**config.mk**
```make
export PLATFORM = sky130hd
export DESIGN_NAME = modular_inverse_euclid_top
export DESIGN_NICKNAME = d
export VERILOG_FILES = /design/src/hw/rtl/mie_pkg.sv /design/src/hw/rtl/mie_div_step.sv /design/src/hw/rtl/modular_inverse_euclid_top.sv
export SDC_FILE = /design/constraint.sdc
export NUM_CORES = 1
export LEC_CHECK = 0
export BUFFER_PORTS_ARGS = -buffer_cell sky130_fd_sc_hd__buf_2
export CORE_MARGIN = 5
export CORE_UTILIZATION = 34
export CTS_CLUSTER_DIAMETER = 80
export DETAILED_ROUTE_END_ITERATION = 16
export GPL_TIMING_DRIVEN = 0
export PLACE_DENSITY = 0.6
export RECOVER_POWER = 25
export SYNTH_ARGS = -nofsm -noshare
export SYNTH_HDL_FRONTEND = slang
export SYNTH_SLANG_ARGS = --single-unit
```
**constraint.sdc**
```tcl
create_clock -name clock -period 15.2 [get_ports clock]
set_input_delay 3.04 -clock clock [delete_from_list [all_inputs] [get_ports clock]]
set_output_delay 3.04 -clock clock [all_outputs]
set_load 0.005 [all_outputs]
```
**src/hw/rtl/mie_pkg.sv**
```systemverilog
// Package with shared widths, status codes and payload types for the modular inverse block.
`timescale 1ns / 1ps
package mie_pkg;

   localparam int unsigned WIDTH      = 31;
   localparam int unsigned COEF_WIDTH = WIDTH + 2;
   localparam int unsigned CNT_WIDTH  = $clog2(WIDTH);

   typedef enum logic [1:0] {
      STATUS_OK         = 2'd0,
      STATUS_NO_INVERSE = 2'd1,
      STATUS_ZERO_MOD   = 2'd2
   } status_type;

   typedef struct packed {
      logic [WIDTH-1:0] value;
      logic [WIDTH-1:0] modulus;
   } req_type;

   typedef struct packed {
      logic [WIDTH-1:0] inverse;
      status_type       status;
   } rsp_type;

   typedef struct packed {
      logic [WIDTH-1:0]      rem;
      logic [COEF_WIDTH-1:0] prod;
   } div_step_type;

endpackage

```
**src/hw/rtl/mie_div_step.sv**
```systemverilog
// One restoring division step that also accumulates quotient times coefficient.
`timescale 1ns / 1ps
module mie_div_step (
   input  logic [mie_pkg::WIDTH-1:0]      rem,
   input  logic                           dvd_msb,
   input  logic [mie_pkg::WIDTH-1:0]      divisor,
   input  logic [mie_pkg::COEF_WIDTH-1:0] prod,
   input  logic [mie_pkg::COEF_WIDTH-1:0] coef,
   output mie_pkg::div_step_type          step
);
   import mie_pkg::*;

   logic [WIDTH:0]   shifted;
   logic [WIDTH+1:0] diff;
   logic             qbit;

   assign shifted = {rem, dvd_msb};
   assign diff    = {1'b0, shifted} - {2'b00, divisor};
   assign qbit    = ~diff[WIDTH+1];

   assign step.rem  = qbit ? diff[WIDTH-1:0] : shifted[WIDTH-1:0];
   assign step.prod = {prod[COEF_WIDTH-2:0], 1'b0} + (qbit ? coef : '0);

endmodule

```
**src/hw/rtl/modular_inverse_euclid_top.sv**
```systemverilog
// Top level of the modular inverse block using an iterative extended Euclidean algorithm.
//
//   Channel   Direction   Payload    Handshake
//   req_      in          req_type   req_valid / req_ready
//   rsp_      out         rsp_type   rsp_valid / rsp_ready
//
// Each Euclid iteration runs the one shared restoring division step once per dividend bit,
// then swaps remainders and updates the coefficient in ST_UPDATE.
// A zero modulus is answered from ST_ERR without any division steps.
// Reset clears the sequencer and the response valid; no clearing pass is needed.
// The block takes a new request only when idle; a held response stalls the final step.
`timescale 1ns / 1ps
module modular_inverse_euclid_top (
   input  logic             clock,
   input  logic             reset,
   input  logic             req_valid,
   output logic             req_ready,
   input  mie_pkg::req_type req_data,
   output logic             rsp_valid,
   input  logic             rsp_ready,
   output mie_pkg::rsp_type rsp_data
);
   import mie_pkg::*;

   typedef enum logic [2:0] {
      ST_IDLE,
      ST_DIV,
      ST_UPDATE,
      ST_FOLD,
      ST_ERR
   } state_type;

   state_type             state_ff, state_in;
   logic [CNT_WIDTH-1:0]  cnt_ff, cnt_in;
   logic [WIDTH-1:0]      dvd_ff, dvd_in;
   logic [WIDTH-1:0]      rem_ff, rem_in;
   logic [WIDTH-1:0]      r1_ff, r1_in;
   logic [WIDTH-1:0]      mod_ff, mod_in;
   logic [COEF_WIDTH-1:0] s0_ff, s0_in;
   logic [COEF_WIDTH-1:0] s1_ff, s1_in;
   logic [COEF_WIDTH-1:0] prod_ff, prod_in;
   logic                  rsp_valid_ff, rsp_valid_in;
   rsp_type               rsp_data_ff, rsp_data_in;

   div_step_type          step;
   logic                  out_free;
   logic [COEF_WIDTH-1:0] mod_ext;

   mie_div_step u_div_step (
      .rem     (rem_ff),
      .dvd_msb (dvd_ff[WIDTH-1]),
      .divisor (r1_ff),
      .prod    (prod_ff),
      .coef    (s1_ff),
      .step    (step)
   );

   assign out_free = ~rsp_valid_ff | rsp_ready;
   assign mod_ext  = {2'b00, mod_ff};

   always_comb begin
      state_in     = state_ff;
      cnt_in       = cnt_ff;
      dvd_in       = dvd_ff;
      rem_in       = rem_ff;
      r1_in        = r1_ff;
      mod_in       = mod_ff;
      s0_in        = s0_ff;
      s1_in        = s1_ff;
      prod_in      = prod_ff;
      rsp_valid_in = rsp_valid_ff & ~rsp_ready;
      rsp_data_in  = rsp_data_ff;
      unique case (state_ff)
         ST_IDLE: begin
            if (req_valid) begin
               dvd_in  = req_data.value;
               r1_in   = req_data.modulus;
               mod_in  = req_data.modulus;
               s0_in   = COEF_WIDTH'(1);
               s1_in   = '0;
               rem_in  = '0;
               prod_in = '0;
               cnt_in  = CNT_WIDTH'(WIDTH - 1);
               state_in = (req_data.modulus == '0) ? ST_ERR : ST_DIV;
            end
         end
         ST_DIV: begin
            rem_in  = step.rem;
            prod_in = step.prod;
            dvd_in  = {dvd_ff[WIDTH-2:0], 1'b0};
            cnt_in  = cnt_ff - 1'b1;
            if (cnt_ff == '0) begin
               state_in = ST_UPDATE;
            end
         end
         ST_UPDATE: begin
            dvd_in  = r1_ff;
            r1_in   = rem_ff;
            s0_in   = s1_ff;
            s1_in   = s0_ff - prod_ff;
            rem_in  = '0;
            prod_in = '0;
            cnt_in  = CNT_WIDTH'(WIDTH - 1);
            state_in = (rem_ff == '0) ? ST_FOLD : ST_DIV;
         end
         ST_FOLD: begin
            if (dvd_ff > WIDTH'(1)) begin
               if (out_free) begin
                  rsp_valid_in        = 1'b1;
                  rsp_data_in.inverse = '0;
                  rsp_data_in.status  = STATUS_NO_INVERSE;
                  state_in            = ST_IDLE;
               end
            end else if (s0_ff[COEF_WIDTH-1]) begin
               s0_in = s0_ff + mod_ext;
            end else if (s0_ff >= mod_ext) begin
               s0_in = s0_ff - mod_ext;
            end else if (out_free) begin
               rsp_valid_in        = 1'b1;
               rsp_data_in.inverse = s0_ff[WIDTH-1:0];
               rsp_data_in.status  = STATUS_OK;
               state_in            = ST_IDLE;
            end
         end
         ST_ERR: begin
            if (out_free) begin
               rsp_valid_in        = 1'b1;
               rsp_data_in.inverse = '0;
               rsp_data_in.status  = STATUS_ZERO_MOD;
               state_in            = ST_IDLE;
            end
         end
         default: begin
            state_in = ST_IDLE;
         end
      endcase
   end

   always_ff @(posedge clock) begin
      if (reset) begin
         state_ff     <= ST_IDLE;
         rsp_valid_ff <= 1'b0;
      end else begin
         state_ff     <= state_in;
         rsp_valid_ff <= rsp_valid_in;
      end
      cnt_ff      <= cnt_in;
      dvd_ff      <= dvd_in;
      rem_ff      <= rem_in;
      r1_ff       <= r1_in;
      mod_ff      <= mod_in;
      s0_ff       <= s0_in;
      s1_ff       <= s1_in;
      prod_ff     <= prod_in;
      rsp_data_ff <= rsp_data_in;
   end

   assign req_ready = (state_ff == ST_IDLE);
   assign rsp_valid = rsp_valid_ff;
   assign rsp_data  = rsp_data_ff;

endmodule

```
; Word-level counts from Yosys, hierarchy flattened
; Cells that the tools add are included.
[word_totals]
output_inout_bits = 35
regBits = 265
input_bits = 66
[op_classes]
eq_ne = 12
n_addsub = 6
magnitude_cmp = 2
n_reduce_logical = 15
bitwise_logic = 4
n_mux = 39
[ops]
columns = op, count
row1 = 33-bit 2-to-1 mux, 12
row2 = 33-bit one-hot mux with 3 select lines, 2
row3 = 31-bit one-hot mux with 3 select lines, 2
row4 = 33-bit one-hot mux with 2 select lines, 2
row5 = 31-bit 2-to-1 mux, 4
row6 = 31-bit zero test, 2
row7 = 31-bit one-hot mux with 2 select lines, 1
row8 = 33-bit by 31-bit adder with 33-bit output, 1
row9 = 33-bit adder, 1
row10 = 33-bit by 31-bit >= comparator with 1-bit output, 1
row11 = 32-bit by 31-bit subtractor with 33-bit output, 1
row12 = 33-bit by 31-bit subtractor with 33-bit output, 1
row13 = 33-bit subtractor, 1
row14 = "31-bit by 1-bit > comparator with 1-bit output, second input constant", 1
row15 = 3-bit 2-to-1 mux, 7
row16 = 3-bit one-hot mux with 5 select lines, 1
row17 = 5-bit one-hot mux with 3 select lines, 1
row18 = "2-bit != test, second input constant", 5
row19 = "3-bit != test, second input constant", 3
row20 = 4-bit AND reduction, 2
row21 = "3-bit by 2-bit == test with 1-bit output, second input constant", 2
row22 = 2-bit AND reduction, 3
row23 = 3-bit nonzero test, 2
row24 = 5-bit zero test, 1
row25 = 14 further kinds, 19

; Longest topological paths before layout
[logic_depth]
ltp_word = 7
ltp_mapped = 26
depth_no_buf = 24

; Cells and area by module
; From an unflattened synthesis, not the netlist that was laid out.
[hier_totals]
hier_cells = 2101
hier_area_um2 = 19493.7
[by_module_without_submodules]
columns = module, instances, area_each_um2, cells_per_inst, seq_area_each_um2
row1 = modular_inverse_euclid_top, 1, 15792.6, 1559, 7917.6
row2 = mie_div_step, 1, 3701.0, 542, 0.0

; Least setup slack after synthesis
; Ideal clock, no wire load.
[synth_path]
path_kind = input -> register
start = in req_valid
end = reg r1_ff[0], enable pin
arrival_time_ns = 7.433
required_ns = 14.635
slack_ns = 7.202
stages = 2
path_buffers = 0
path_cell_list = nor2_1 nor3_1
[synth_via]
elab_chain_cells = 2
[synth_lines]
columns = element, line_no
row1 = start: declaration, modular_inverse_euclid_top.sv:16  ; input logic req_valid,
row2 = 2-bit != test (no line), --
row3 = 2-bit AND reduction (no line), --
row4 = end signal: assignment, modular_inverse_euclid_top.sv:150  ; r1_ff <= r1_in;
row5 = end: declaration, modular_inverse_euclid_top.sv:37  ; logic [WIDTH-1:0] r1_ff, r1_in;
; No other way between the ends.
; A chain may end at the register's enable or synchronous reset.

; Worst setup path in the final report
[layout_path]
start = reg dvd_ff[30]
end = reg prod_ff[32] (data pin)
[layout_via]
elab_chain_cells = 4
[layout_lines]
columns = element, line_no
row1 = start: declaration, modular_inverse_euclid_top.sv:35  ; logic [WIDTH-1:0] dvd_ff, dvd_in;
row2 = start signal: assignment, modular_inverse_euclid_top.sv:148  ; dvd_ff <= dvd_in;
row3 = 32-bit by 31-bit subtractor with 33-bit output, mie_div_step.sv:18  ; assign diff = {1'b0, shifted} - {2'b00, divisor};
row4 = 33-bit 2-to-1 mux, mie_div_step.sv:22  ; assign step.prod = {prod[COEF_WIDTH-2:0], 1'b0} + (qbit ? coef : '0);
row5 = 33-bit adder, mie_div_step.sv:22
row6 = 33-bit one-hot mux with 3 select lines, modular_inverse_euclid_top.sv:73  ; unique case (state_ff)
row7 = end signal: assignment, modular_inverse_euclid_top.sv:154  ; prod_ff <= prod_in;
row8 = end: declaration, modular_inverse_euclid_top.sv:41  ; logic [COEF_WIDTH-1:0] prod_ff, prod_in;
; No other way between the ends.

==> out/results.tsv <==
stage	metric	value	unit
sta	tightestPinTransition	1.35	ns
setup_path	end_kind	flip-flop	
die	row_count	86	
setup_path	worst_setup_path_start_kind	flip-flop	
global_routing	grt_max_degree	33	
sta	rsz0062_at_grt	no	
synthesis	synth_edf_count	261	
synthesis	synth_seq_cells	265	
pwr	clkPwrFrac	17.7	%
cts	cts-resized-gates	0	
run	cap_violations	0	
hold_path	hold_depth	2	
cts	insertion_delay	0.58	ns
setup_path	worstRegToRegCells	25	
synthesis	ys.flop_type	edfxtp_1	
setup_path	rr_startpoint	dvd_ff[30]$_DFFE_PP_	
cts	clk_pin_slew	0.06	ns
synthesis	synth_simple_gate_area_share	18.2	%
die	die_area	61000	um2
global_routing	grt_pass1_wl	92.8	mm
sta	fmax	0.138	GHz
synthesis	ys_seq_area_share	41.4	%
die	start_util	34.5	%
cts	clockBufferDepth	3	
route	ant_nets	0	
die	die_w	247	um
sta	slew_violations	0	
final_layout	drive_above_1_share	7.35	%
placed_design	portBuffers	100	
setup_path	crit_type	flip-flop to flip-flop	
setup_path	crit_required	15.51	ns
pwr	leakagePower	8.73	nW
sta	period_minus_slack	7.22	ns
pwr	seqPwrFrac	30.2	%
synthesis	yosys-top-cells-count	261 x edfxtp_1, 236 x nand2_1, 165 x a21oi_1, 164 x nor2_1, 157 x ha_1	
cts	clock_sinks	265	
sta	max-slew-margin-rel	10.2	%
setup_path	arrival	7.53	ns
synthesis	synth_area_leader_cell	edfxtp_1	
sta	setup_viol	0	
synthesis	ys_async_sr_fraction	0	%
synthesis	yosysUniqueCellTypes	81	
synthesis	syn_area_per_cell	9.19	um2
setup_path	crit_path_start	dvd_ff[30]$_DFFE_PP_	
pwr	pwr-share-comb	52.1	%
synthesis	synth_area_leaders	edfxtp_1 41%, ha_1 10%, nand2_1 4.6%, a21oi_1 4.3%, o21ai_0 3.8%	
outcome	outcome	finished clean	
hold_path	min-delay-start	s1_ff[1]$_SDFFCE_PN0P_	
route	vias	16400	
die	die_y	247	um
final_layout	final_util	39.1	%
die	pin_count	101	
cts	cts_hold_buf	0	
placed_design	gp_congestion	0.995	
synthesis	yosysMostFrequentCell	edfxtp_1	
pwr	p_per_area	193	nW/um2
route	drt-met1-wl	26.3	mm
pwr	total_power	4.17	mW
sta	final-hold-violation-count	0	
synthesis	synth_top_family_by_area	compound AO/OA/AOI/OAI gates	
synthesis	synth_xor_area_share	4.38	%
final_layout	antenna_cells	0	
pwr	p_sw	1.83	mW
sta	fin_worst_skew	0.0137	ns
cts	htreeDepth	1	
cts	cts_buffers	31	
route	totalWireLength	61.1	mm
synthesis	synth_top_area_share	41.0	%
route	drt_iter0_drc	1449	
synthesis	synth_cells	2079	
sta	period_share	47.5	%
sta	timing.setup.tns	0	ns
synthesis	synth_compound_area_share	19.0	%
setup_path	r2r-end	prod_ff[32]$_SDFFCE_PP0P_	
pwr	vdd_ir_drop_max	0.000104	V
hold_path	min_to	s0_ff[1]$_DFFE_PP_	
cts	cts-root-buf	clkbuf_16	
synthesis	muxShareOfSynthArea	1.26	%
synthesis	ys_warn_count	0	
route	wire_per_inst	20.4	um
setup_path	cp_max_fo	10	
route	viasPerCell	5.47	
synthesis	synthAdderAreaFrac	10.8	%
cts	cts_tree	done	
route	drc	0	
final_layout	fillers	5588	
global_routing	overflow	0	
route	drt-pass1-iter-count	5	
global_routing	grt.total_usage	19.5	%
setup_path	rrSetupSlack	7.98	ns
pwr	p_sw_share	44.0	%
route	route.met3.wl	4.74	mm
die	core_area	55400	um2
final_layout	finalNetCount	2450	
route	met2_length	27.4	mm
global_routing	antenna_found_initial	1	
placed_design	dp_hpwl	48.1	mm
pwr	p_int	2.33	mW
synthesis	syn_nets	2307	
hold_path	hp-class	flip-flop to flip-flop	
final_layout	syn_to_final_growth	13.3	%
global_routing	first_global_vias	16200	
cts	post_cts_buffers	0	
synthesis	syn_area	19100	um2
route	top_layer_used	met4	
power groups by stage:
| stage | Combinational (mW) | Sequential (mW) | Clock, mW |
|---|---|---|---|
| after floorplan | 1.61 | 1.19 | 0 |
| after global placement | 2.08 | 1.29 | 0 |
| after detailed placement | 2.14 | 1.26 | 0 |
| after CTS | 2.15 | 1.25 | 0.751 |
| after global routing | 2.41 | 1.28 | 0.781 |
| final | 2.17 | 1.26 | 0.738 |
sequential cells by signal, summed over array words and instances (netlist names):
signal / cells
s1_ff: 33
cnt_ff: 5
r1_ff: 31
mod_ff: 31
s0_ff: 33
rsp_valid: 1
state_ff: 3
dvd_ff: 31
rsp_data: 33
prod_ff: 33
rem_ff: 31
worst max-delay path, stage by stage, from the launching register on:
cell and delay (ns):
edfxtp_1 0.43, inv_1 0.06, ha_1 0.21, fa_1 0.42, nor2b_1 0.17, o31a_1 0.19
o2111ai_1 0.20, o211a_1 0.35, o211ai_2 0.21, a21oi_1 0.15, a21oi_2 0.26, o21a_1 0.16
buf_2 0.27, buf_2 0.41, and2_1 0.24, ha_1 0.26, a211oi_1 0.33, o21bai_1 0.23
a211o_1 0.43, o21ai_0 0.53, a31oi_1 0.23, nor3_1 0.45, o21ai_0 0.24, a21oi_1 0.29
xnor3_1 0.19, nor2_1 0.04
how the worst max path moves through the flow:
stage	depth (start not counted)	slack, ns	to
finish	25	7.98	prod_ff[32]$_SDFFCE_PP0P_
floorplan	2	7.20	r1_ff[0]$_DFFE_PP_
global placement	3	3.25	s1_ff[20]$_SDFFCE_PN0P_
global route	25	7.70	prod_ff[32]$_SDFFCE_PP0P_
detailed placement	25	8.17	prod_ff[32]$_SDFFCE_PP0P_
CTS	25	8.15	prod_ff[32]$_SDFFCE_PP0P_
cell type report:
cell class / count / area (um2) / share of cell area [%]
Multi-Input combinational cell: 1573 / 10300 / 47.4
Tap cell: 748 / 936 / 4.32
Clock inverter: 20 / 184 / 0.850
Clock buffer: 36 / 795 / 3.67
Inverter: 156 / 586 / 2.71
Timing Repair Buffer: 110 / 602 / 2.78
Sequential cell: 265 / 7920 / 36.6
Buffer: 85 / 357 / 1.65
layout by cell type, fill, tap and decap left out, types with 8 or more instances in the layout:
cell type	instances
edfxtp_1	261
nand2_1	236
a21oi_1	164
nor2_1	163
ha_1	157
inv_1	155
o21ai_0	147
clkbuf_1	108
buf_2	75
and2_1	63
xnor2_1	52
nor3_1	51
a21o_1	44
xor2_1	41
nand3_1	33
a22oi_1	33
clkbuf_16	31
nor4_1	29
o21a_1	28
nand2b_1	28
mux2i_1	24
a211oi_1	21
o21bai_1	21
nand4_1	20
nor2b_1	18
and3_1	14
a31oi_1	13
or3_1	11
clkinv_2	11
o31ai_1	10
and2_0	10
buf_6	8
o21ai_1	8
metal layers:
layer | GRT usage, % | up-vias
met5 | 0 | -
met4 | 7.32 | 0
met3 | 3.51 | 124
met2 | 31.5 | 611
met1 | 26.1 | 7817
li1 | - | 7806
through the flow:
stage               setup slack [ns]  instance area [um2]  hold WS, ns  cells
global placement                3.25                20500        0.540   2927
floorplan                       7.20                19100        0.513   2079
detailed placement              8.17                20700        0.536   2937
CTS                             8.15                21700        0.550   2993
finish                          7.98                21600        0.554   2993
global route                    7.70                21600        0.569   2993
logic make-up (layout without fill, tap and decap cells):
group,count (synthesis),count (layout)
mux,24,24
flops,265,265
simple gates,719,719
compound gates,574,574
xor+xnor,94,94
fa+ha+maj,162,162
buf+inv,241,407
Power figures use the tool's default switching activity.
